## config.mk

```make
export PLATFORM = sky130hd
export DESIGN_NAME = crt_queue
export DESIGN_NICKNAME = d
export VERILOG_FILES = /design/src/hdl/canopy_ray_transmittance_top_macros.svh /design/src/hdl/crt_pkg.sv /design/src/hdl/crt_queue.sv
export SDC_FILE = /design/constraint.sdc
export NUM_CORES = 1
export LEC_CHECK = 0
export ABC_AREA = 1
export ABC_CLOCK_PERIOD_IN_PS = 4700
export BUFFER_PORTS_ARGS = -buffer_cell sky130_fd_sc_hd__buf_2
export CORE_MARGIN = 2
export CORE_UTILIZATION = 25
export DETAILED_ROUTE_END_ITERATION = 8
export MAX_ROUTING_LAYER = met4
export PLACE_DENSITY = 0.42
export SLEW_MARGIN = 20
export SYNTH_ARGS = -nofsm -noshare
export SYNTH_HDL_FRONTEND = slang
export SYNTH_SLANG_ARGS = --single-unit
```

## constraint.sdc

```tcl
create_clock -name clk -period 4.7 [get_ports clk]
set_input_delay 1.175 -clock clk [delete_from_list [all_inputs] [get_ports clk]]
set_output_delay 1.175 -clock clk [all_outputs]
set_load 0.05 [all_outputs]
```

## src/hdl/canopy_ray_transmittance_top_macros.svh

```systemverilog
// Assertion macros used by the canopy ray transmittance back end.
`ifndef CANOPY_RAY_TRANSMITTANCE_TOP_MACROS_SVH
`define CANOPY_RAY_TRANSMITTANCE_TOP_MACROS_SVH
// Same-cycle implication, clocked on clk, off during reset.
`define CRT_ASSERT_IMPL(label, ante, cons) \
  label: assert property (@(posedge clk) disable iff (rst) (ante) |-> (cons)) \
    else $error("implication check failed");
// Next-cycle implication, clocked on clk, off during reset.
`define CRT_ASSERT_NEXT(label, ante, cons) \
  label: assert property (@(posedge clk) disable iff (rst) (ante) |=> (cons)) \
    else $error("next-cycle check failed");
`endif

```

## src/hdl/crt_pkg.sv

```systemverilog
// Types, constants and table function for the canopy ray transmittance block.
package crt_pkg;

  // Status codes
  localparam logic [2:0] ST_ATTEN   = 3'd0;
  localparam logic [2:0] ST_CEIL    = 3'd1;
  localparam logic [2:0] ST_VERT    = 3'd2;
  localparam logic [2:0] ST_HORIZ   = 3'd3;
  localparam logic [2:0] ST_INVALID = 3'd4;

  // Register indexes
  localparam logic [2:0] REG_LAYER_TOP       = 3'd0;
  localparam logic [2:0] REG_LAYER_BOTTOM    = 3'd1;
  localparam logic [2:0] REG_CONIFER_AREA    = 3'd2;
  localparam logic [2:0] REG_BROADLEAF_AREA  = 3'd3;
  localparam logic [2:0] REG_CONIFER_COEF    = 3'd4;
  localparam logic [2:0] REG_BROADLEAF_COEF  = 3'd5;

  // Reset values
  localparam logic [23:0] RST_LAYER_TOP      = 24'd5120;
  localparam logic [23:0] RST_LAYER_BOTTOM   = 24'd0;
  localparam logic [15:0] RST_CONIFER_COEF   = 16'd4588;
  localparam logic [15:0] RST_BROADLEAF_COEF = 16'd16384;

  // Fixed-point constants
  localparam logic [16:0] ONE_Q16     = 17'd65536;
  localparam logic signed [15:0] DIR_ONE = 16'sd16384;
  localparam logic [30:0] LOG2E_Q30   = 31'd1549082005;
  localparam logic [63:0] LN2_Q30     = 64'd744261118;
  localparam int          QUOT_W      = 21;
  localparam int          QDEPTH      = 4;

  typedef struct packed {
    logic [2:0]  status;
    logic [23:0] dz;
    logic [23:0] thick;
    logic [14:0] dir;
  } crt_job_t;

  typedef struct packed {
    logic [15:0] c_coef;
    logic [15:0] c_area;
    logic [15:0] b_coef;
    logic [15:0] b_area;
  } crt_coef_t;

  typedef struct packed {
    logic [2:0] status;
    logic       sat;
  } crt_tag_t;

  // exp(-z) in Q2.30 for z in Q2.30, Taylor series through the z^20 term
  function automatic logic [31:0] exp_neg_taylor(input logic [63:0] z);
    logic signed [63:0] sum;
    logic [63:0]        term;
    sum  = 64'sd1 <<< 30;
    term = 64'd1 << 30;
    for (int k = 1; k <= 20; k++) begin
      term = ((term * z) >> 30) / 64'(k);
      if (k % 2 == 1) sum = sum - $signed(term);
      else            sum = sum + $signed(term);
    end
    if (sum < 0) sum = 0;
    return sum[31:0];
  endfunction

endpackage

```

## src/hdl/crt_queue.sv

```systemverilog
// Short job queue between front and back end.
module crt_queue
  import crt_pkg::*;
(
  input  logic     clk,
  input  logic     rst,
  input  crt_job_t in_job,
  input  logic     in_valid,
  output logic     in_ready,
  output crt_job_t out_job,
  output logic     out_valid,
  input  logic     out_ready
);

  localparam int PW = $clog2(QDEPTH);

  crt_job_t        mem [QDEPTH];
  logic [PW-1:0]   wr_ptr;
  logic [PW-1:0]   rd_ptr;
  logic [PW:0]     count;
  logic            push;
  logic            pop;

  assign in_ready  = (count != (PW+1)'(QDEPTH));
  assign out_valid = (count != '0);
  assign push      = in_valid && in_ready;
  assign pop       = out_ready && out_valid;
  assign out_job   = mem[rd_ptr];

  // Store word
  always_ff @(posedge clk) begin
    if (push) mem[wr_ptr] <= in_job;
  end

  // Advance pointers and count
  always_ff @(posedge clk) begin
    if (rst) begin
      wr_ptr <= '0;
      rd_ptr <= '0;
      count  <= '0;
    end else begin
      if (push) wr_ptr <= wr_ptr + 1'b1;
      if (pop)  rd_ptr <= rd_ptr + 1'b1;
      unique case ({push, pop})
        2'b10:   count <= count + 1'b1;
        2'b01:   count <= count - 1'b1;
        default: count <= count;
      endcase
    end
  end

endmodule

```

* After elaboration in Yosys (flattened, before gate mapping)
Memories as Yosys holds them, arrays and structs flattened. A register that Yosys moved wholly into a read port is not among the register bits. Cells that the tools add are included.
Storage, ports and cells: bits in writable memories 264, logic and storage cells 20, input port bits 70, memories 1, bits in registers 7, output and inout port bits 68
Operators by class: equal/unequal tests 3, mux-type cells 5, add/subtract/negate cells 4, reductions and logical operators 4
Memory list:
- mem | depth 4, bits a word 66, read ports 1, clocked after Yosys merged registers in 1, wr ports 1, RTL line crt_queue.sv:17 | crt_job_t mem [QDEPTH];
Operators with widths (count):
- $pmux 3 s2 | 1
- $add 2x1->2 const B | 2
- $mux 2 | 2
- $add 3x1->3 const B | 1
- $ne 3x3->1 const B | 1
- $reduce_bool 3->1 | 1
- $sub 3x1->3 const B | 1
- $eq 2x1->1 const B | 1
- $eq 2x2->1 const B | 1
- $logic_and 1x1->1 | 2
- $mux 1 | 2
- $reduce_bool 2->1 | 1

* Depth between registers and ports, before layout
depth in word-level cells 4, mapped depth 13, gate-level depth less buffers 13

* Worst setup path after synthesis
Ideal clock, no wire load.
path kind input port to flip-flop, from input in_valid, to memory mem[0][0] (netlist bit) (enable), setup slack 0.091 ns, stages on the path 2, setup time 0.491 ns, buffers on the path 0, data arrival time 4.118 ns, data required time 4.209 ns, path through nand2_1 > nor2_1
Between the ends: longest elaborated chain between the ends 3
Ends and longest elaborated chain:
- start, declared | RTL line crt_queue.sv:8 | input logic in_valid,
- $logic_and 1x1->1 | RTL line crt_queue.sv:26 | assign push = in_valid && in_ready;
- $mux 1 | RTL line crt_queue.sv:32 | if (push) mem[wr_ptr] <= in_job;
- $mux 1 (implied by the code) | RTL line crt_queue.sv:32
- end, declared | RTL line crt_queue.sv:17
Every way passes these cells.

==> metrics.md <==
| Metric | Value |
|---|---|
| Initial antenna violation count | `6` |
| Post-Syn Nets | `around 780` |
| Pre-Repair DR Iteration Count | `4` |
| CP peak stage delay | `roughly 620 ps` |
| IO Pins | `138` |
| Clk root buf | `clkbuf_16` |
| Sw Pwr | `2930 uW` |
| CTS tree | `yes` |
| Die H | `~210 um` |
| P_leak | `0.00440 uW` |
| Vias/cell | `4.18` |
| H-Tree Depth | `1` |
| Cell row count | `76` |
| TNS Setup | `0 ps` |
| Commonest cells post-synth | `edfxtp_1 (264), o21ai_0 (120), nor2_1 (96)` |
| Comb pwr share | `0.323` |
| Share of cells above drive strength 1 | `0.330` |
| Area growth, synth to finish | `21.4%` |
| Cells after Synth | `just over 700` |
| Clock Skews | `13.9 ps` |
| Final Net Count | `926` |
| Switching fraction of total power | `0.380` |
| Num CTS Buffers | `31` |
| Max_slew headroom | `0.457` |
| Clock power share | `0.287` |
| Gp weighted congestion | `0.674` |
| CTS resizes | `0` |
| Post-DP HPWL | `14,400 um` |
| Vias in the first global route | `6,082` |
| Met3 GRT Util | `0.0332` |
| FMAX | `0.260 GHz` |
| Wire per inst | `roughly 17 um` |
| Most frequent cell after synthesis | `edfxtp_1` |
| Post-DRT Antenna Nets | `0` |
| Hold buffer count at cts | `0` |
| DR DRC count | `0` |
| GRT Total Usage | `0.115` |
| Period Utilization, post-route | `0.818` |
| Clock-pin slew on the worst setup and hold paths | `60 ps` |
| Worst IR Drop VDD | `272 uV` |
| Critical Path Sink Type | `output pin` |
| Post-synth EDFFs | `264` |
| Hold path depth | `2` |
| Final Setup Violations | `0` |
| PD cells | `~600 mW/mm^2` |
| Final wirelength | `~25,000 um` |
| Netlist cell types | `23` |
| Met2 Use GR | `0.172` |
| Maxcap violations | `0` |
| DP Area | `0.0122 mm^2` |
| Yosys top cell area share | `0.730` |
| Unrepaired setup endpoints after global routing | `no` |
| Worst-Skew Late Latency | `560 ps` |
| Flop pwr share | `0.389` |
| R2R cell count | `5` |
| Core area | `0.0430 mm^2` |
| Largest net degree at the start of global routing | `just under 90` |
| Worst Path Arrival | `2670 ps` |
| Die area | `0.0451 mm^2` |
| Busiest grt layer | `met2` |
| Yosys reg bits | `273` |
| CP startpoint kind | `flip-flop` |
| Slew at the pin closest to its max-slew limit | `roughly 810 ps` |
| Critical-path cell list | `inv_6, buf_12, o21ai_0, o22ai_2, buf_2` |
| Clock Path Buffers | `3` |
| Sequential area share after synthesis | `0.747` |
| Top FF cell, synth | `edfxtp_1` |
| Initial DRC Count | `243` |
| Power Internal | `4780 uW` |
| Final hold violations | `0` |
| Clock Sink Count | `~270` |
| CP Data Required Time | `3520 ps` |
| First-pass GRT wire length | `37,500 um` |
| Via count | `6,110` |
| Routing usage on met1 | `0.152` |
| Largest cells by area after synthesis | `edfxtp_1 (73%), o21ai_0 (5.5%), o22ai_2 (4.6%)` |
| Initial Util | `0.253` |
| IO Port Bufs | `137` |
| Max FO, Critical Path | `70` |
| YS warnings | `0` |
| Ys async rst share | `0` |
| Die width | `~210 um` |
| Post-CTS Setup Repair Bufs | `0` |
| Slew Limit Fails | `0` |
| Syn_area_per_cell | `15.4 um^2` |
| HP Class | `reg -> reg` |
| Critical-path cell with the highest stage delay | `inv_6` |
| Cell Area, Synth | `roughly 0.011 mm^2` |
| Minimum clock period | `3850 ps` |
| Design area | `about 0.013 mm^2` |
| Crit path kind | `reg -> out` |
| Area leader, netlist | `edfxtp_1` |
| Status | `completed` |
| Grt total ovfl | `0` |
## power by group through the flow
stage / registers (uW) / clock network, uW / logic, uW
final: 3000 / 2220 / 2490
after global routing: 3020 / 2400 / 2680
after CTS: 3000 / 2300 / 2550
after detailed placement: 3060 / 0 / 2540
after global placement: 3050 / 0 / 2540
after floorplan: 3000 / 0 / 1980
## layout make-up
cell class,count,area [um^2]
Inverter,18,72.6
Clock inverter,17,121
Fill cell,4422,29800
Timing Repair Buffer,153,906
Sequential cell,273,8110
Antenna cell,6,15.0
Tap cell,585,732
Multi-Input combinational cell,373,2420
Clock buffer,38,802
## worst max-delay path, delay by kind of cell, from the launching register on
kind	cells	cell delay (ps)
flops	1	500
compound gates	2	300
buf+inv	3	1250
## path summary, 6_finish.rpt
check                     end  startpoint  slack (ps)
setup / recovery  out_job[18]   flip-flop         850
hold / removal      flip-flop   rd_ptr[1]         500
setup reg to reg    mem[2][4]    count[1]        2500
hold reg to reg     flip-flop   rd_ptr[1]         500
## per-layer routing
metal,up-vias,wire (um),part of all wire
met1,3014,11900,0.47
met2,124,11400,0.45
met3,31,1650,0.065
li1,2941,-,-
met4,0,405,0.016
met5,-,0,0
## cell usage in the layout, fill, tap and decap left out, drive strengths merged, types with 9 or more instances in the layout
master and n:
inv 18, buf 153, o22ai 66, clkbuf 38, clkinv 15, o21ai 134
nand2 15, nor2 142, edfxtp 264, dfxtp 9
## flip-flops by register name, summed over array words and instances (netlist names), named ones only
name	cells
count	3
mem	264
rd_ptr	2
wr_ptr	2
## stage by stage
stage / utilization / total power (uW) / hold slack (ps) / instances / setup slack [ps]
after detailed placement: 0.285 / 5600 / 494 / 1402 / 1380
final: 0.307 / 7710 / 498 / 1463 / 854
after global routing: 0.307 / 8110 / 525 / 1463 / 637
after CTS: 0.306 / 7850 / 502 / 1457 / 751
after global placement: 0.285 / 5590 / 496 / 1402 / 1400
after floorplan: - / 4980 / 459 / 706 / 91.4
## logic make-up after synthesis
| logic type | share of synthesized area |
|---|---|
| flops | 0.747 |
| compound gates | 0.127 |
| fa+ha+maj | 0.00761 |
| buf+inv | 0.0335 |
| simple gates | 0.0856 |
Power figures use the tool's default switching activity.
