File: config.mk
export PLATFORM = sky130hd
export DESIGN_NAME = crt_front_flat
export DESIGN_NICKNAME = d
export VERILOG_FILES = /design/src/hdl/canopy_ray_transmittance_top_macros.svh /design/src/hdl/crt_pkg.sv /design/src/hdl/crt_ifs.sv /design/src/hdl/crt_front.sv /design/src/flat_wrapper.sv
export SDC_FILE = /design/constraint.sdc
export NUM_CORES = 1
export LEC_CHECK = 0
export BUFFER_PORTS_ARGS = -buffer_cell sky130_fd_sc_hd__buf_2
export CAP_MARGIN = 30
export CORE_MARGIN = 2
export CORE_UTILIZATION = 50
export DETAILED_ROUTE_END_ITERATION = 8
export PLACE_DENSITY_LB_ADDON = 0.25
export SKIP_LAST_GASP = 1
export SLEW_MARGIN = 40
export SYNTH_ARGS = -nofsm -noshare
export SYNTH_HDL_FRONTEND = slang
export SYNTH_SLANG_ARGS = --single-unit
File: constraint.sdc
create_clock -name vclk -period 4.3
set_input_delay 0 -clock vclk [all_inputs]
set_output_delay 0 -clock vclk [all_outputs]
set_load 0.005 [all_outputs]
File: src/hdl/canopy_ray_transmittance_top_macros.svh
// Assertion macros used by the canopy ray transmittance back end.
`ifndef CANOPY_RAY_TRANSMITTANCE_TOP_MACROS_SVH
`define CANOPY_RAY_TRANSMITTANCE_TOP_MACROS_SVH
// Same-cycle implication, clocked on clk, off during reset.
`define CRT_ASSERT_IMPL(label, ante, cons) \
  label: assert property (@(posedge clk) disable iff (rst) (ante) |-> (cons)) \
    else $error("implication check failed");
// Next-cycle implication, clocked on clk, off during reset.
`define CRT_ASSERT_NEXT(label, ante, cons) \
  label: assert property (@(posedge clk) disable iff (rst) (ante) |=> (cons)) \
    else $error("next-cycle check failed");
`endif

File: src/hdl/crt_pkg.sv
// Types, constants and table function for the canopy ray transmittance block.
package crt_pkg;

  // Status codes
  localparam logic [2:0] ST_ATTEN   = 3'd0;
  localparam logic [2:0] ST_CEIL    = 3'd1;
  localparam logic [2:0] ST_VERT    = 3'd2;
  localparam logic [2:0] ST_HORIZ   = 3'd3;
  localparam logic [2:0] ST_INVALID = 3'd4;

  // Register indexes
  localparam logic [2:0] REG_LAYER_TOP       = 3'd0;
  localparam logic [2:0] REG_LAYER_BOTTOM    = 3'd1;
  localparam logic [2:0] REG_CONIFER_AREA    = 3'd2;
  localparam logic [2:0] REG_BROADLEAF_AREA  = 3'd3;
  localparam logic [2:0] REG_CONIFER_COEF    = 3'd4;
  localparam logic [2:0] REG_BROADLEAF_COEF  = 3'd5;

  // Reset values
  localparam logic [23:0] RST_LAYER_TOP      = 24'd5120;
  localparam logic [23:0] RST_LAYER_BOTTOM   = 24'd0;
  localparam logic [15:0] RST_CONIFER_COEF   = 16'd4588;
  localparam logic [15:0] RST_BROADLEAF_COEF = 16'd16384;

  // Fixed-point constants
  localparam logic [16:0] ONE_Q16     = 17'd65536;
  localparam logic signed [15:0] DIR_ONE = 16'sd16384;
  localparam logic [30:0] LOG2E_Q30   = 31'd1549082005;
  localparam logic [63:0] LN2_Q30     = 64'd744261118;
  localparam int          QUOT_W      = 21;
  localparam int          QDEPTH      = 4;

  typedef struct packed {
    logic [2:0]  status;
    logic [23:0] dz;
    logic [23:0] thick;
    logic [14:0] dir;
  } crt_job_t;

  typedef struct packed {
    logic [15:0] c_coef;
    logic [15:0] c_area;
    logic [15:0] b_coef;
    logic [15:0] b_area;
  } crt_coef_t;

  typedef struct packed {
    logic [2:0] status;
    logic       sat;
  } crt_tag_t;

  // exp(-z) in Q2.30 for z in Q2.30, Taylor series through the z^20 term
  function automatic logic [31:0] exp_neg_taylor(input logic [63:0] z);
    logic signed [63:0] sum;
    logic [63:0]        term;
    sum  = 64'sd1 <<< 30;
    term = 64'd1 << 30;
    for (int k = 1; k <= 20; k++) begin
      term = ((term * z) >> 30) / 64'(k);
      if (k % 2 == 1) sum = sum - $signed(term);
      else            sum = sum + $signed(term);
    end
    if (sum < 0) sum = 0;
    return sum[31:0];
  endfunction

endpackage

File: src/hdl/crt_ifs.sv
// Channel interfaces: ray input, result output, configuration write.
interface crt_ray_if;
  logic               valid;
  logic               ready;
  logic signed [23:0] exit_height;
  logic signed [15:0] direction_vertical;
  modport source (output valid, exit_height, direction_vertical, input ready);
  modport sink (input valid, exit_height, direction_vertical, output ready);
endinterface


File: src/hdl/crt_front.sv
// Front end: classifies each ray and forms the geometry word for the back end.
module crt_front
  import crt_pkg::*;
(
  crt_ray_if.sink            ray,
  input  logic signed [23:0] layer_top,
  input  logic signed [23:0] layer_bottom,
  output crt_job_t           job,
  output logic               job_valid,
  input  logic               job_ready
);

  logic signed [23:0] hp;
  logic signed [24:0] dz_w;
  logic signed [24:0] thick_w;

  assign ray.ready = job_ready;
  assign job_valid = ray.valid;

  // Clamp exit height up to layer bottom
  assign hp      = (ray.exit_height < layer_bottom) ? layer_bottom : ray.exit_height;
  assign dz_w    = {layer_top[23], layer_top} - {hp[23], hp};
  assign thick_w = {layer_top[23], layer_top} - {layer_bottom[23], layer_bottom};

  // Classify in priority order
  always_comb begin
    priority if (ray.exit_height >= layer_top) begin
      job.status = ST_CEIL;
    end else if (ray.direction_vertical == DIR_ONE) begin
      job.status = ST_VERT;
    end else if (ray.direction_vertical == 16'sd0) begin
      job.status = ST_HORIZ;
    end else if (ray.direction_vertical < 16'sd0 || layer_top <= layer_bottom) begin
      job.status = ST_INVALID;
    end else begin
      job.status = ST_ATTEN;
    end
    job.dz    = dz_w[23:0];
    job.thick = thick_w[23:0];
    job.dir   = ray.direction_vertical[14:0];
  end

endmodule

File: src/flat_wrapper.sv
// flat-port wrapper written by rule: the top's interface ports become plain ports
module crt_front_flat import crt_pkg::*;
  (layer_top, layer_bottom, job, job_valid, job_ready, ray_valid, ray_exit_height, ray_direction_vertical, ray_ready);
  crt_ray_if ray_i ();
  input  logic signed [23:0] layer_top;
  input  logic signed [23:0] layer_bottom;
  output crt_job_t job;
  output logic job_valid;
  input  logic job_ready;
  input wire logic [$bits(ray_i.valid)-1:0] ray_valid;
  input wire logic [$bits(ray_i.exit_height)-1:0] ray_exit_height;
  input wire logic [$bits(ray_i.direction_vertical)-1:0] ray_direction_vertical;
  output wire logic [$bits(ray_i.ready)-1:0] ray_ready;
  assign ray_i.valid = ray_valid;
  assign ray_i.exit_height = ray_exit_height;
  assign ray_i.direction_vertical = ray_direction_vertical;
  assign ray_ready = ray_i.ready;
  crt_front u_core (.ray(ray_i), .layer_top(layer_top), .layer_bottom(layer_bottom), .job(job), .job_valid(job_valid), .job_ready(job_ready));
endmodule
Word level (Yosys, flattened, before mapping)
Cells that the tools add are included.
{ "op_classes": {"add_sub_neg": 2, "order_cmp": 4, "eq_ne": 1, "n_mux": 5, "n_reduce_logical": 2} }
{ "ops": {"columns": ["cell", "count"], "rows": [
  ["$sub A24 B24 Y24", 2],
  ["$ge A24 B24 Y1", 1],
  ["$le A24 B24 Y1", 1],
  ["$lt A24 B24 Y1", 1],
  ["$mux W24", 1],
  ["$eq A16 B16 Y1 const B", 1],
  ["$logic_not A16 Y1", 1],
  ["$lt A16 B1 Y1 const B", 1],
  ["$mux W3", 4],
  ["$logic_or A1 B1 Y1", 1]
]} }
{ "word_totals": {"regBits": 0, "input_bits": 90, "out_inout_bits": 68, "word_cells": 14} }

Depth between registers and ports, before layout
Gate-level depths: netlist of the first run.
{ "logic_depth": {"ltp_word": 6, "ltp_mapped": 22, "depth_no_buf": 20} }

Worst setup path after synthesis of the first run
No wires, ideal clock.
{ "synth_timing": {"path_kind": "input to output", "from": "input port layer_bottom[21]", "to": "output port job[61] (netlist bit)", "arrival_ns": 3.885, "required_ns": 4.300, "setup_slack_ns": 0.415, "cell_stages": 20, "n_path_buf": 1, "cell_sequence": "inv_1 ha_1 a21o_1 a2111oi_0 o21ai_1 a21boi_0 or2_1 clkbuf_1 mux2_1 ha_1 inv_1 fa_1 a211oi_2 nor2_1 o31ai_4 a211oi_2 o311ai_2 a21oi_2 and4_4 or3_1"} }
{ "synth_lines": {"columns": ["element", "line_no", "text"], "rows": [
  ["start, declared", "flat_wrapper.sv:6", "input logic signed [23:0] layer_bottom;"],
  ["end, declared", "flat_wrapper.sv:7", "output crt_job_t job;"]
]} }

==> results of run 1 <==
## cells in the final DEF (no fill, tap or decap), drive strengths merged, types with 3 or more instances in the layout
cell	synthesis	final
a2111oi	3	3
a211oi	14	14
a21boi	6	6
a21o	27	27
a21oi	61	61
a31oi	6	6
and3	3	3
and4	5	5
buf	17	162
ha	94	94
inv	68	68
nand2	38	38
nand2b	9	9
nand3	14	14
nand4	7	7
nor2	54	54
nor2b	5	5
nor3	20	20
nor4	8	8
o211ai	5	5
o21a	6	6
o21ai	28	28
o21bai	5	5
o311ai	3	3
xnor2	18	18
xor2	13	13
## report_power, final
part | internal, µW | switching, µW | total, µW
logic | 432 | 499 | 932
clock network | 0 | 0 | 0
registers | 0 | 0 | 0
## per-stage QoR
step | setup slack [ns] | hold slack [ns]
after detailed placement | -0.01799 | 0.00006013
after CTS | 0.02990 | 0.00006013
after floorplan | 0.4153 | 0.06486
after global routing | -0.07154 | 0.00001168
after global placement | 0.1146 | 0.00006013
final | 0.1956 | 0.000002245
## repair_timing
action | CTS | global route
setup buffers | 0 | 1
pin swaps | 3 | 13
resized for setup | 4 | 23
hold buffers | 0 | 0
setup endpoints to repair | 2 | 2
## path summary, 6_finish.rpt
check | start | to | slack, ns | cells past startpoint
setup / recovery | layer_bottom[9] | job[61] | 0.20 | 22
hold / removal | ray_valid | job_valid | 0.000002 | 0
## cell families after synthesis
family,share of synthesized area (%)
adders and majority gates,30.92
muxes,0.2862
AOI/OAI and AO/OA,30.34
xor gates and xnor gates,6.902
and+or+nand+nor,21.06
buffers and inverters,10.50
## layer usage
metal,GRT usage [%],up-vias
met5,0,-
met4,2.206,0
met3,1.058,8
met2,47.32,103
met1,32.61,2081
li1,-,2333
## worst max-delay path: stages
cell	delay, ns
buf_2	0.09
inv_1	0.11
ha_1	0.27
a211oi_2	0.26
nand2_1	0.07
o21ai_0	0.08
a311o_1	0.15
nand2_1	0.09
or2_4	0.26
mux2_1	0.20
ha_2	0.17
inv_1	0.06
fa_2	0.42
a211oi_2	0.25
nor2_2	0.08
o31ai_4	0.29
a211oi_4	0.13
o311ai_2	0.33
a21oi_2	0.11
and4_4	0.19
or3_1	0.35
buf_2	0.13
## area by class of cell
| class | count | area (µm²) |
|---|---|---|
| timing repair buffer | 162 | 830.8 |
| fill | 754 | 2818 |
| tap | 102 | 127.6 |
| inverter | 68 | 255.2 |
| multi-input combinational | 479 | 3656 |
## cells in the mapped netlist, types with 4 or more instances
library cell	number	area [µm²]
o21ai_0	17	85.08
o21bai_1	5	37.54
nand2b_1	9	56.30
a21o_1	27	202.7
nand4_1	7	43.79
nor2_1	54	202.7
buf_4	17	127.6
nor3_1	20	100.1
nand3_1	14	70.07
a31oi_1	6	37.54
o21ai_1	11	55.05
xor2_1	13	113.9
clkbuf_1	8	30.03
o211ai_1	5	37.54
nand2_1	38	142.6
nor2b_1	5	31.28
inv_1	68	255.2
a211oi_1	12	90.09
o21a_1	6	45.04
and4_1	4	35.03
nor4_1	8	50.05
xnor2_1	18	157.7
a21oi_1	60	300.3
ha_1	94	1176
==> results.md, run 1 <==
* Number of buffer cells added on primary ports at 154
* Detail Placement HPWL at 9995 µm
* Status: complete, no violations
* Area enclosed by the die boundary at 8593 µm²
* Placer Congestion at 0.9258
* Post-synthesis average cell area at 6.877 µm²
* Via count of the first global-routing pass at 4194
* Nets in the synthesized netlist at 758
* Final setup violating endpoints at 0
* Count of synthesis-stage warnings from yosys at 0
* Mapped Cells at 572
* Met3 wire len at 451 µm
* Via count at 4525
* Pins Over Slew Limit at 0
* Post-detailed-placement cell area at 4727 µm²
* Placed cells at 810
* P per Cell Area at 191.3 nW/µm²
* Fin crit period at 4.104 ns
* Worst Setup Start Kind: input port
* Sum of negative setup slack at 0 ns
* Area growth from synthesis to layout at 23.79%
* Global-route total usage across every layer at 25.05%
* Die W at 92.70 µm
* Worst endpoint required time at 4.30 ns
* Highest signal layer in the routed design: met4
* GRT Residual Overflow at 0
* Arrival time reported for the critical path endpoint at 4.10 ns
* Floorplan die height at 92.70 µm
* Detailed-route vias per instance at 5.580
* Number of nets with antenna violations after routing at 0
* Iteration count of the initial detailed-routing pass at 4
* Num ports at 158
* Category of the worst setup path capture point: primary output
* Final hold violation count at 0
* Antenna violations before repair at 0
* First-pass GRT wire length at 18280 µm
* Number of nets in the finished design at 897
* Cell area after synthesis at 3934 µm²
* Class of the tightest hold or removal check: in -> out
* Setup repair after global routing missed its margin: true
* Fraction of the cycle the final worst path needs at 95.45%
* Maximum VDD drop at 0.1108 mV
* Maximum operating frequency at 0.2436 GHz
* Initial standard-cell utilization of the core at 51.17%
* Met1 wire length at 5324 µm
* Share of the core filled with cells in the final layout at 63.35%
* Fraction of final layout cells with drive strength greater than 1 at 27.22%
* Site Rows at 32
* Number of clock-tree buffers in the layout at 0
* Remaining max-slew budget at the tightest pin at 57.70%
* Number of design-rule violations left by the first detailed-router iteration at 145
* Routed wire length per instance at 14.32 µm
* Distinct cells, synth at 56
* Filler-free cell count of the finished design at 811
* Final WL at 11610 µm
* Number of antenna cells inserted at 0
* Total leakage power at 0.002649 µW
* Number of sequential cells at 0
* CP Max Fanout at 4
* Final Instance Area at 4870 µm²
* Largest net degree at the start of global routing at 36
* Overall Power at 931.6 µW
* Critical Setup Path Class: in -> out
* # Max-Cap Violations at 0
* Proportion of synthesized chip area in sequential cells at 0%
* Core Region at 7687 µm²
* Worst-Margin Slew at 0.6287 ns
* Routed length on met2 at 5730 µm
* Register area at 0 µm²
* Number of remaining DRC errors at 0
Note: power is estimated with default switching activity, not from simulation.
==> inputs of run 2 (changes only) <==
--- a/config.mk
+++ b/config.mk
@@ -10,7 +10,7 @@
 export CORE_MARGIN = 2
 export CORE_UTILIZATION = 50
 export DETAILED_ROUTE_END_ITERATION = 8
-export PLACE_DENSITY_LB_ADDON = 0.25
+export PLACE_DENSITY = 0.89
 export SKIP_LAST_GASP = 1
 export SLEW_MARGIN = 40
 export SYNTH_ARGS = -nofsm -noshare
==> results.md, run 2 (same netlist as run 1, synthesis figures left out) <==
* Number of sequential cells at 0 (unchanged)
* Iteration count of the initial detailed-routing pass at 5 (was 4)
* Global-route total usage across every layer at 26.85% (was 25.05%)
* Class of the tightest hold or removal check: in -> out (unchanged)
* Number of remaining DRC errors at 0 (unchanged)
* Top library cells by usage in the layout, fill and taps aside: 154 x buf_2, 94 x ha_1, 68 x inv_1 (was 154 x buf_2, 88 x ha_1, 63 x inv_1)
* Maximum operating frequency at 0.2405 GHz (was 0.2436 GHz)
* Num ports at 158 (unchanged)
* Fraction of the cycle the final worst path needs at 96.69% (was 95.45%)
* Worst min-delay path endpoint: ray_ready (was job_valid)
* Fin crit period at 4.158 ns (was 4.104 ns)
* Most frequent standard cell in the layout excluding fill and tap cells: buf_2 (unchanged)
* Number of nets with antenna violations after routing at 0 (unchanged)
* Startpoint of the worst setup timing path: layer_bottom[13] (was layer_bottom[9])
* Category of the worst setup path capture point: primary output (unchanged)
* Final hold violation count at 0 (unchanged)
* Post-detailed-placement cell area at 4727 µm² (unchanged)
* Share of the core filled with cells in the final layout at 62.58% (was 63.35%)
* Number of antenna cells inserted at 0 (unchanged)
* FILL cells at 721 (was 754)
* Placer Congestion at 0.9575 (was 0.9258)
* Worst-Margin Slew at 0.4223 ns (was 0.6287 ns)
* CP Max Fanout at 3 (was 4)
* P per Cell Area at 196.2 nW/µm² (was 191.3 nW/µm²)
* Pins Over Slew Limit at 0 (unchanged)
* Remaining max-slew budget at the tightest pin at 71.61% (was 57.70%)
* Detailed-route vias per instance at 5.781 (was 5.580)
* Detail Placement HPWL at 10450 µm (was 9995 µm)
* Total leakage power at 0.002661 µW (was 0.002649 µW)
* Final setup violating endpoints at 0 (unchanged)
* Worst Setup Slack, final at 0.1425 ns (was 0.1956 ns)
* Worst Setup Start Kind: input port (unchanged)
* # Max-Cap Violations at 0 (unchanged)
* Core Region at 7687 µm² (unchanged)
* Number of nets in the finished design at 900 (was 897)
* Critical Setup Path Class: in -> out (unchanged)
* Via count of the first global-routing pass at 4477 (was 4194)
* Area enclosed by the die boundary at 8593 µm² (unchanged)
* Area growth from synthesis to layout at 22.30% (was 23.79%)
* Worst endpoint required time at 4.30 ns (about the same)
* GRT Residual Overflow at 0 (unchanged)
* Floorplan die height at 92.70 µm (unchanged)
* Largest net degree at the start of global routing at 23 (was 36)
* Routed wire length per instance at 14.94 µm (was 14.32 µm)
* Antenna violations before repair at 0 (unchanged)
* Via count at 4706 (was 4525)
* Number of buffer cells added on primary ports at 154 (unchanged)
* Filler-free cell count of the finished design at 814 (was 811)
* Arrival time reported for the critical path endpoint at 4.16 ns (was 4.10 ns)
* Number of design-rule violations left by the first detailed-router iteration at 191 (was 145)
* Worst path cell trace: buf_2 > inv_1 > ha_1 > a21o_1 > a21o_1 > a21oi_1 > a211o_1 > nand2_1 > or2_4 > mux2_1 > ha_1 > inv_1 > fa_2 > a211oi_2 > nor2_2 > o31ai_4 > a211oi_4 > o311ai_4 > a21oi_2 > and4_4 > or3_1 > buf_2 (was buf_2 > inv_1 > ha_1 > a211oi_2 > nand2_1 > o21ai_0 > a311o_1 > nand2_1 > or2_4 > mux2_1 > ha_2 > inv_1 > fa_2 > a211oi_2 > nor2_2 > o31ai_4 > a211oi_4 > o311ai_2 > a21oi_2 > and4_4 > or3_1 > buf_2)
* Register area at 0 µm² (unchanged)
* Status: complete, no violations (unchanged)
* Final Instance Area at 4811 µm² (was 4870 µm²)
* Maximum VDD drop at 0.1263 mV (was 0.1108 mV)
* Site Rows at 32 (unchanged)
* Worst hold stages at 0 (unchanged)
* First-pass GRT wire length at 19570 µm (was 18280 µm)
* Combined area of the multi-input logic cells at 3575 µm² (was 3656 µm²)
* Fraction of final layout cells with drive strength greater than 1 at 25.70% (was 27.22%)
* Critical Path Slowest Stage Cell: fa_2 (unchanged)
* Placed cells at 810 (unchanged)
* Number of clock-tree buffers in the layout at 0 (unchanged)
* Final WL at 12160 µm (was 11610 µm)
* Die W at 92.70 µm (unchanged)
* Initial standard-cell utilization of the core at 51.17% (unchanged)
* Placement Setup Slack at -0.02438 ns (was -0.01799 ns)
* Largest incremental delay on the critical path at 0.37 ns (was 0.42 ns)
* Min-Delay Startpoint: job_ready (was ray_valid)
## run 2: cell types whose count changed in the layout (fill, tap and decap cells not counted), sizes merged
cell	previous run	this run
buf	162	165
## run 2: worst max path at each step
stage	end	cells past startpoint
global placement	job[61]	21
detailed placement	job[61]	21
global route	job[61]	21
CTS	job[61]	21
floorplan	job[61]	20
finish	job[61]	22
## run 2: worst max-delay path: cells and delay by family
family                   cells  cell delay (ns)
buffers and inverters        4             0.39
AND/OR/NAND/NOR              5             1.03
multiplexers                 1             0.20
AO/OA/AOI/OAI                9             1.76
adder cells (fa/ha/maj)      3             0.78
## run 2: area by class of cell
type	count	area share [%]
Tap cell	102	2.653
Multi-Input combinational cell	479	74.30
Inverter	68	5.306
Timing Repair Buffer	165	17.74
## run 2: where the power goes
part           switching [µW]  leakage [µW]  total [µW]  internal [µW]
Combinational             511       0.00266         944            433
Clock                       0             0           0              0
Sequential                  0             0           0              0
## run 2: repair_timing
| action | CTS | global route |
|---|---|---|
| hold buffers | 0 | 0 |
| endpoints found under the setup margin | 1 | 7 |
| pin swaps | 3 | 6 |
| setup buffers | 1 | 3 |
| resized for setup | 3 | 12 |
## run 2: through the flow
stage	hold slack, ns	TNS, ns	total power, µW
after global routing	0.00001941	-0.01341	1044
after global placement	0.00003806	0	870.3
after CTS	0.00003806	0	908.1
after floorplan	0.06486	0	584.7
after detailed placement	0.00003806	-0.02438	897.2
final	0.00001130	0	944.1
## run 2: routing by layer
layer  part of all wire [%]  global-route usage, %
met1                     43                  33.69
met2                     49                  49.82
met3                    6.1                  1.709
met4                    2.4                  6.495
met5                      0                      0
==> inputs of run 3 (changes only) <==
==> constraint.sdc (replaced) <==
create_clock -name vclk -period 3.9
set_input_delay 0 -clock vclk [all_inputs]
set_output_delay 0 -clock vclk [all_outputs]
set_load 0.005 [all_outputs]
==> results.md, run 3 (same netlist as run 1, synthesis figures left out) <==
* Status: finished with violations (was complete, no violations)
* Failing checks: setup timing
* Floorplan die height at 92.70 µm (unchanged)
* Worst Setup Start Kind: input port (unchanged)
* Detail Placement HPWL at 11680 µm (was 10450 µm)
* Most crowded layer after global routing: met2 (unchanged)
* Largest net degree at the start of global routing at 37 (was 23)
* Final WL at 15650 µm (was 12160 µm)
* Register area at 0 µm² (unchanged)
* Final setup violating endpoints at 1 (was 0)
* Core Region at 7687 µm² (unchanged)
* Final hold violation count at 0 (unchanged)
* Arrival time reported for the critical path endpoint at 3.92 ns (was 4.16 ns)
* Antenna violations before repair at 0 (unchanged)
* P per Cell Area at 213.0 nW/µm² (was 196.2 nW/µm²)
* Number of design-rule violations left by the first detailed-router iteration at 451 (was 191)
* Fraction of final layout cells with drive strength greater than 1 at 38.47% (was 25.70%)
* Maximum VDD drop at 0.1544 mV (was 0.1263 mV)
* Die W at 92.70 µm (unchanged)
* Met2 layer usage reported by global route at 65.21% (was 49.82%)
* Worst Setup Slack, final at -0.01677 ns (was 0.1425 ns)
* Total leakage power at 0.003107 µW (was 0.002661 µW)
* Global routing met3 resource utilization at 4.801% (was 1.709%)
* # Max-Cap Violations at 0 (unchanged)
* Top library cells by usage in the layout, fill and taps aside: 150 x buf_2, 98 x buf_4, 81 x ha_1 (was 154 x buf_2, 94 x ha_1, 68 x inv_1)
* Startpoint of the worst setup timing path: layer_bottom[23] (was layer_bottom[13])
* Via count at 5460 (was 4706)
* Number of buffer cells added on primary ports at 154 (unchanged)
* First-pass GRT wire length at 24500 µm (was 19570 µm)
* Hold buffer count at CTS at 0 (unchanged)
* Fin crit period at 3.917 ns
* Placer Congestion at 0.9316 (was 0.9575)
* Number of nets with antenna violations after routing at 0 (unchanged)
* Iteration count of the initial detailed-routing pass at 5 (unchanged)
* Area enclosed by the die boundary at 8593 µm² (unchanged)
* Number of clock-tree buffers in the layout at 0 (unchanged)
* Remaining max-slew budget at the tightest pin at 62.13% (was 71.61%)
* Routed wire length per instance at 17.39 µm (was 14.94 µm)
* Placement Setup Slack at -0.4482 ns (was -0.02438 ns)
* Number of antenna cells inserted at 0 (unchanged)
* FILL cells at 551 (was 721)
* Area growth from synthesis to layout at 45.58% (was 22.30%)
* Pins Over Slew Limit at 0 (unchanged)
* Number of remaining DRC errors at 0 (unchanged)
* Min-Delay Startpoint: job_ready (unchanged)
* Worst-Margin Slew at 0.5621 ns (was 0.4223 ns)
* Category of the worst setup path capture point: primary output (unchanged)
* Site Rows at 32 (unchanged)
* Most frequent standard cell in the layout excluding fill and tap cells: buf_2 (unchanged)
* Via count of the first global-routing pass at 5447 (was 4477)
* CP Max Fanout at 4 (was 3)
* Initial standard-cell utilization of the core at 51.17% (unchanged)
* Num ports at 158 (unchanged)
* Setup repair after global routing missed its margin: true
* Overall Power at 1220 µW (was 944.1 µW)
* Global-route total usage across every layer at 34.56% (was 26.85%)
* Maximum operating frequency at 0.2553 GHz
* Fraction of the cycle the final worst path needs at 100.4%
* Worst endpoint required time at 3.90 ns (was 4.30 ns)
* GR Layer Usage met1 at 38.28% (was 33.69%)
* Detailed-route vias per instance at 6.067 (was 5.781)
* Number of sequential cells at 0 (unchanged)
* Number of nets in the finished design at 986 (was 900)
* GRT Residual Overflow at 0 (unchanged)
* Class of the tightest hold or removal check: in -> out (unchanged)
* Critical Setup Path Class: in -> out (unchanged)
==> run 3: cell count changes in the layout (fill, tap and decap cells not counted), sizes merged <==
| cell | change |
|---|---|
| buf | +86 |
==> run 3: routing by layer <==
layer / share of wire (%) / vias to the layer above
li1: - / 2519
met1: 37 / 2525
met2: 49 / 329
met3: 8.1 / 87
met4: 5.3 / 0
met5: 0 / -
==> run 3: final cells by class <==
class	count	area [µm²]	share of cell area, %
Timing Repair Buffer	251	1520	26.55
Inverter	68	260.3	4.544
Tap cell	102	127.6	2.229
Multi-Input combinational cell	479	3819	66.68
==> run 3: where the power goes <==
part	total (µW)	internal, µW	switching [µW]
Clock	0	0	0
Combinational	1220	578	642
Sequential	0	0	0
Total	1220	578	642
==> run 3: path summary, 6_finish.rpt <==
path | slack, ns | endpoint | cells after the start
hold / removal | 0.00001 | ray_ready | 0
setup / recovery | -0.02 | job[61] | 22
==> run 3: critical path, cell delays in order <==
cell and delay [ns]:
buf_2 0.11, inv_2 0.05, ha_4 0.26, nand4_1 0.19
nor2_1 0.19, nand3_1 0.12, a311o_1 0.32, nand2_1 0.10
or2_4 0.15, mux2_4 0.18, ha_4 0.13, inv_2 0.04
fa_2 0.34, a211oi_2 0.21, nor2_2 0.09, o31ai_4 0.30
a211oi_4 0.14, o311ai_4 0.30, a21oi_2 0.10, and4_4 0.15
or3_1 0.34, buf_2 0.13
==> run 3: what timing repair did <==
action / in CTS / in global routing
setup endpoints to repair: 7 / 9
pin swaps: 33 / 25
resized for setup: 46 / 19
buffers inserted: 26 / 0
cloned: 0 / 0
==> run 3: metrics by stage <==
stage | utilization, % | std cells | cell area (µm²) | hold WS [ns] | setup TNS, ns
6_report | 74.50 | 900 | 5727 | 0.00001114 | -0.01677
5_1_grt | 74.50 | 900 | 5727 | 0.00001941 | -0.3877
4_1_cts | 73.57 | 903 | 5655 | 0.00003806 | -0.1260
3_5_place_dp | 68.13 | 878 | 5238 | 0.00003806 | -1.564
3_3_place_gp | 68.13 | 878 | 5238 | 0.00003806 | -0.3949
2_1_floorplan | - | 572 | 3934 | 0.06486 | 0
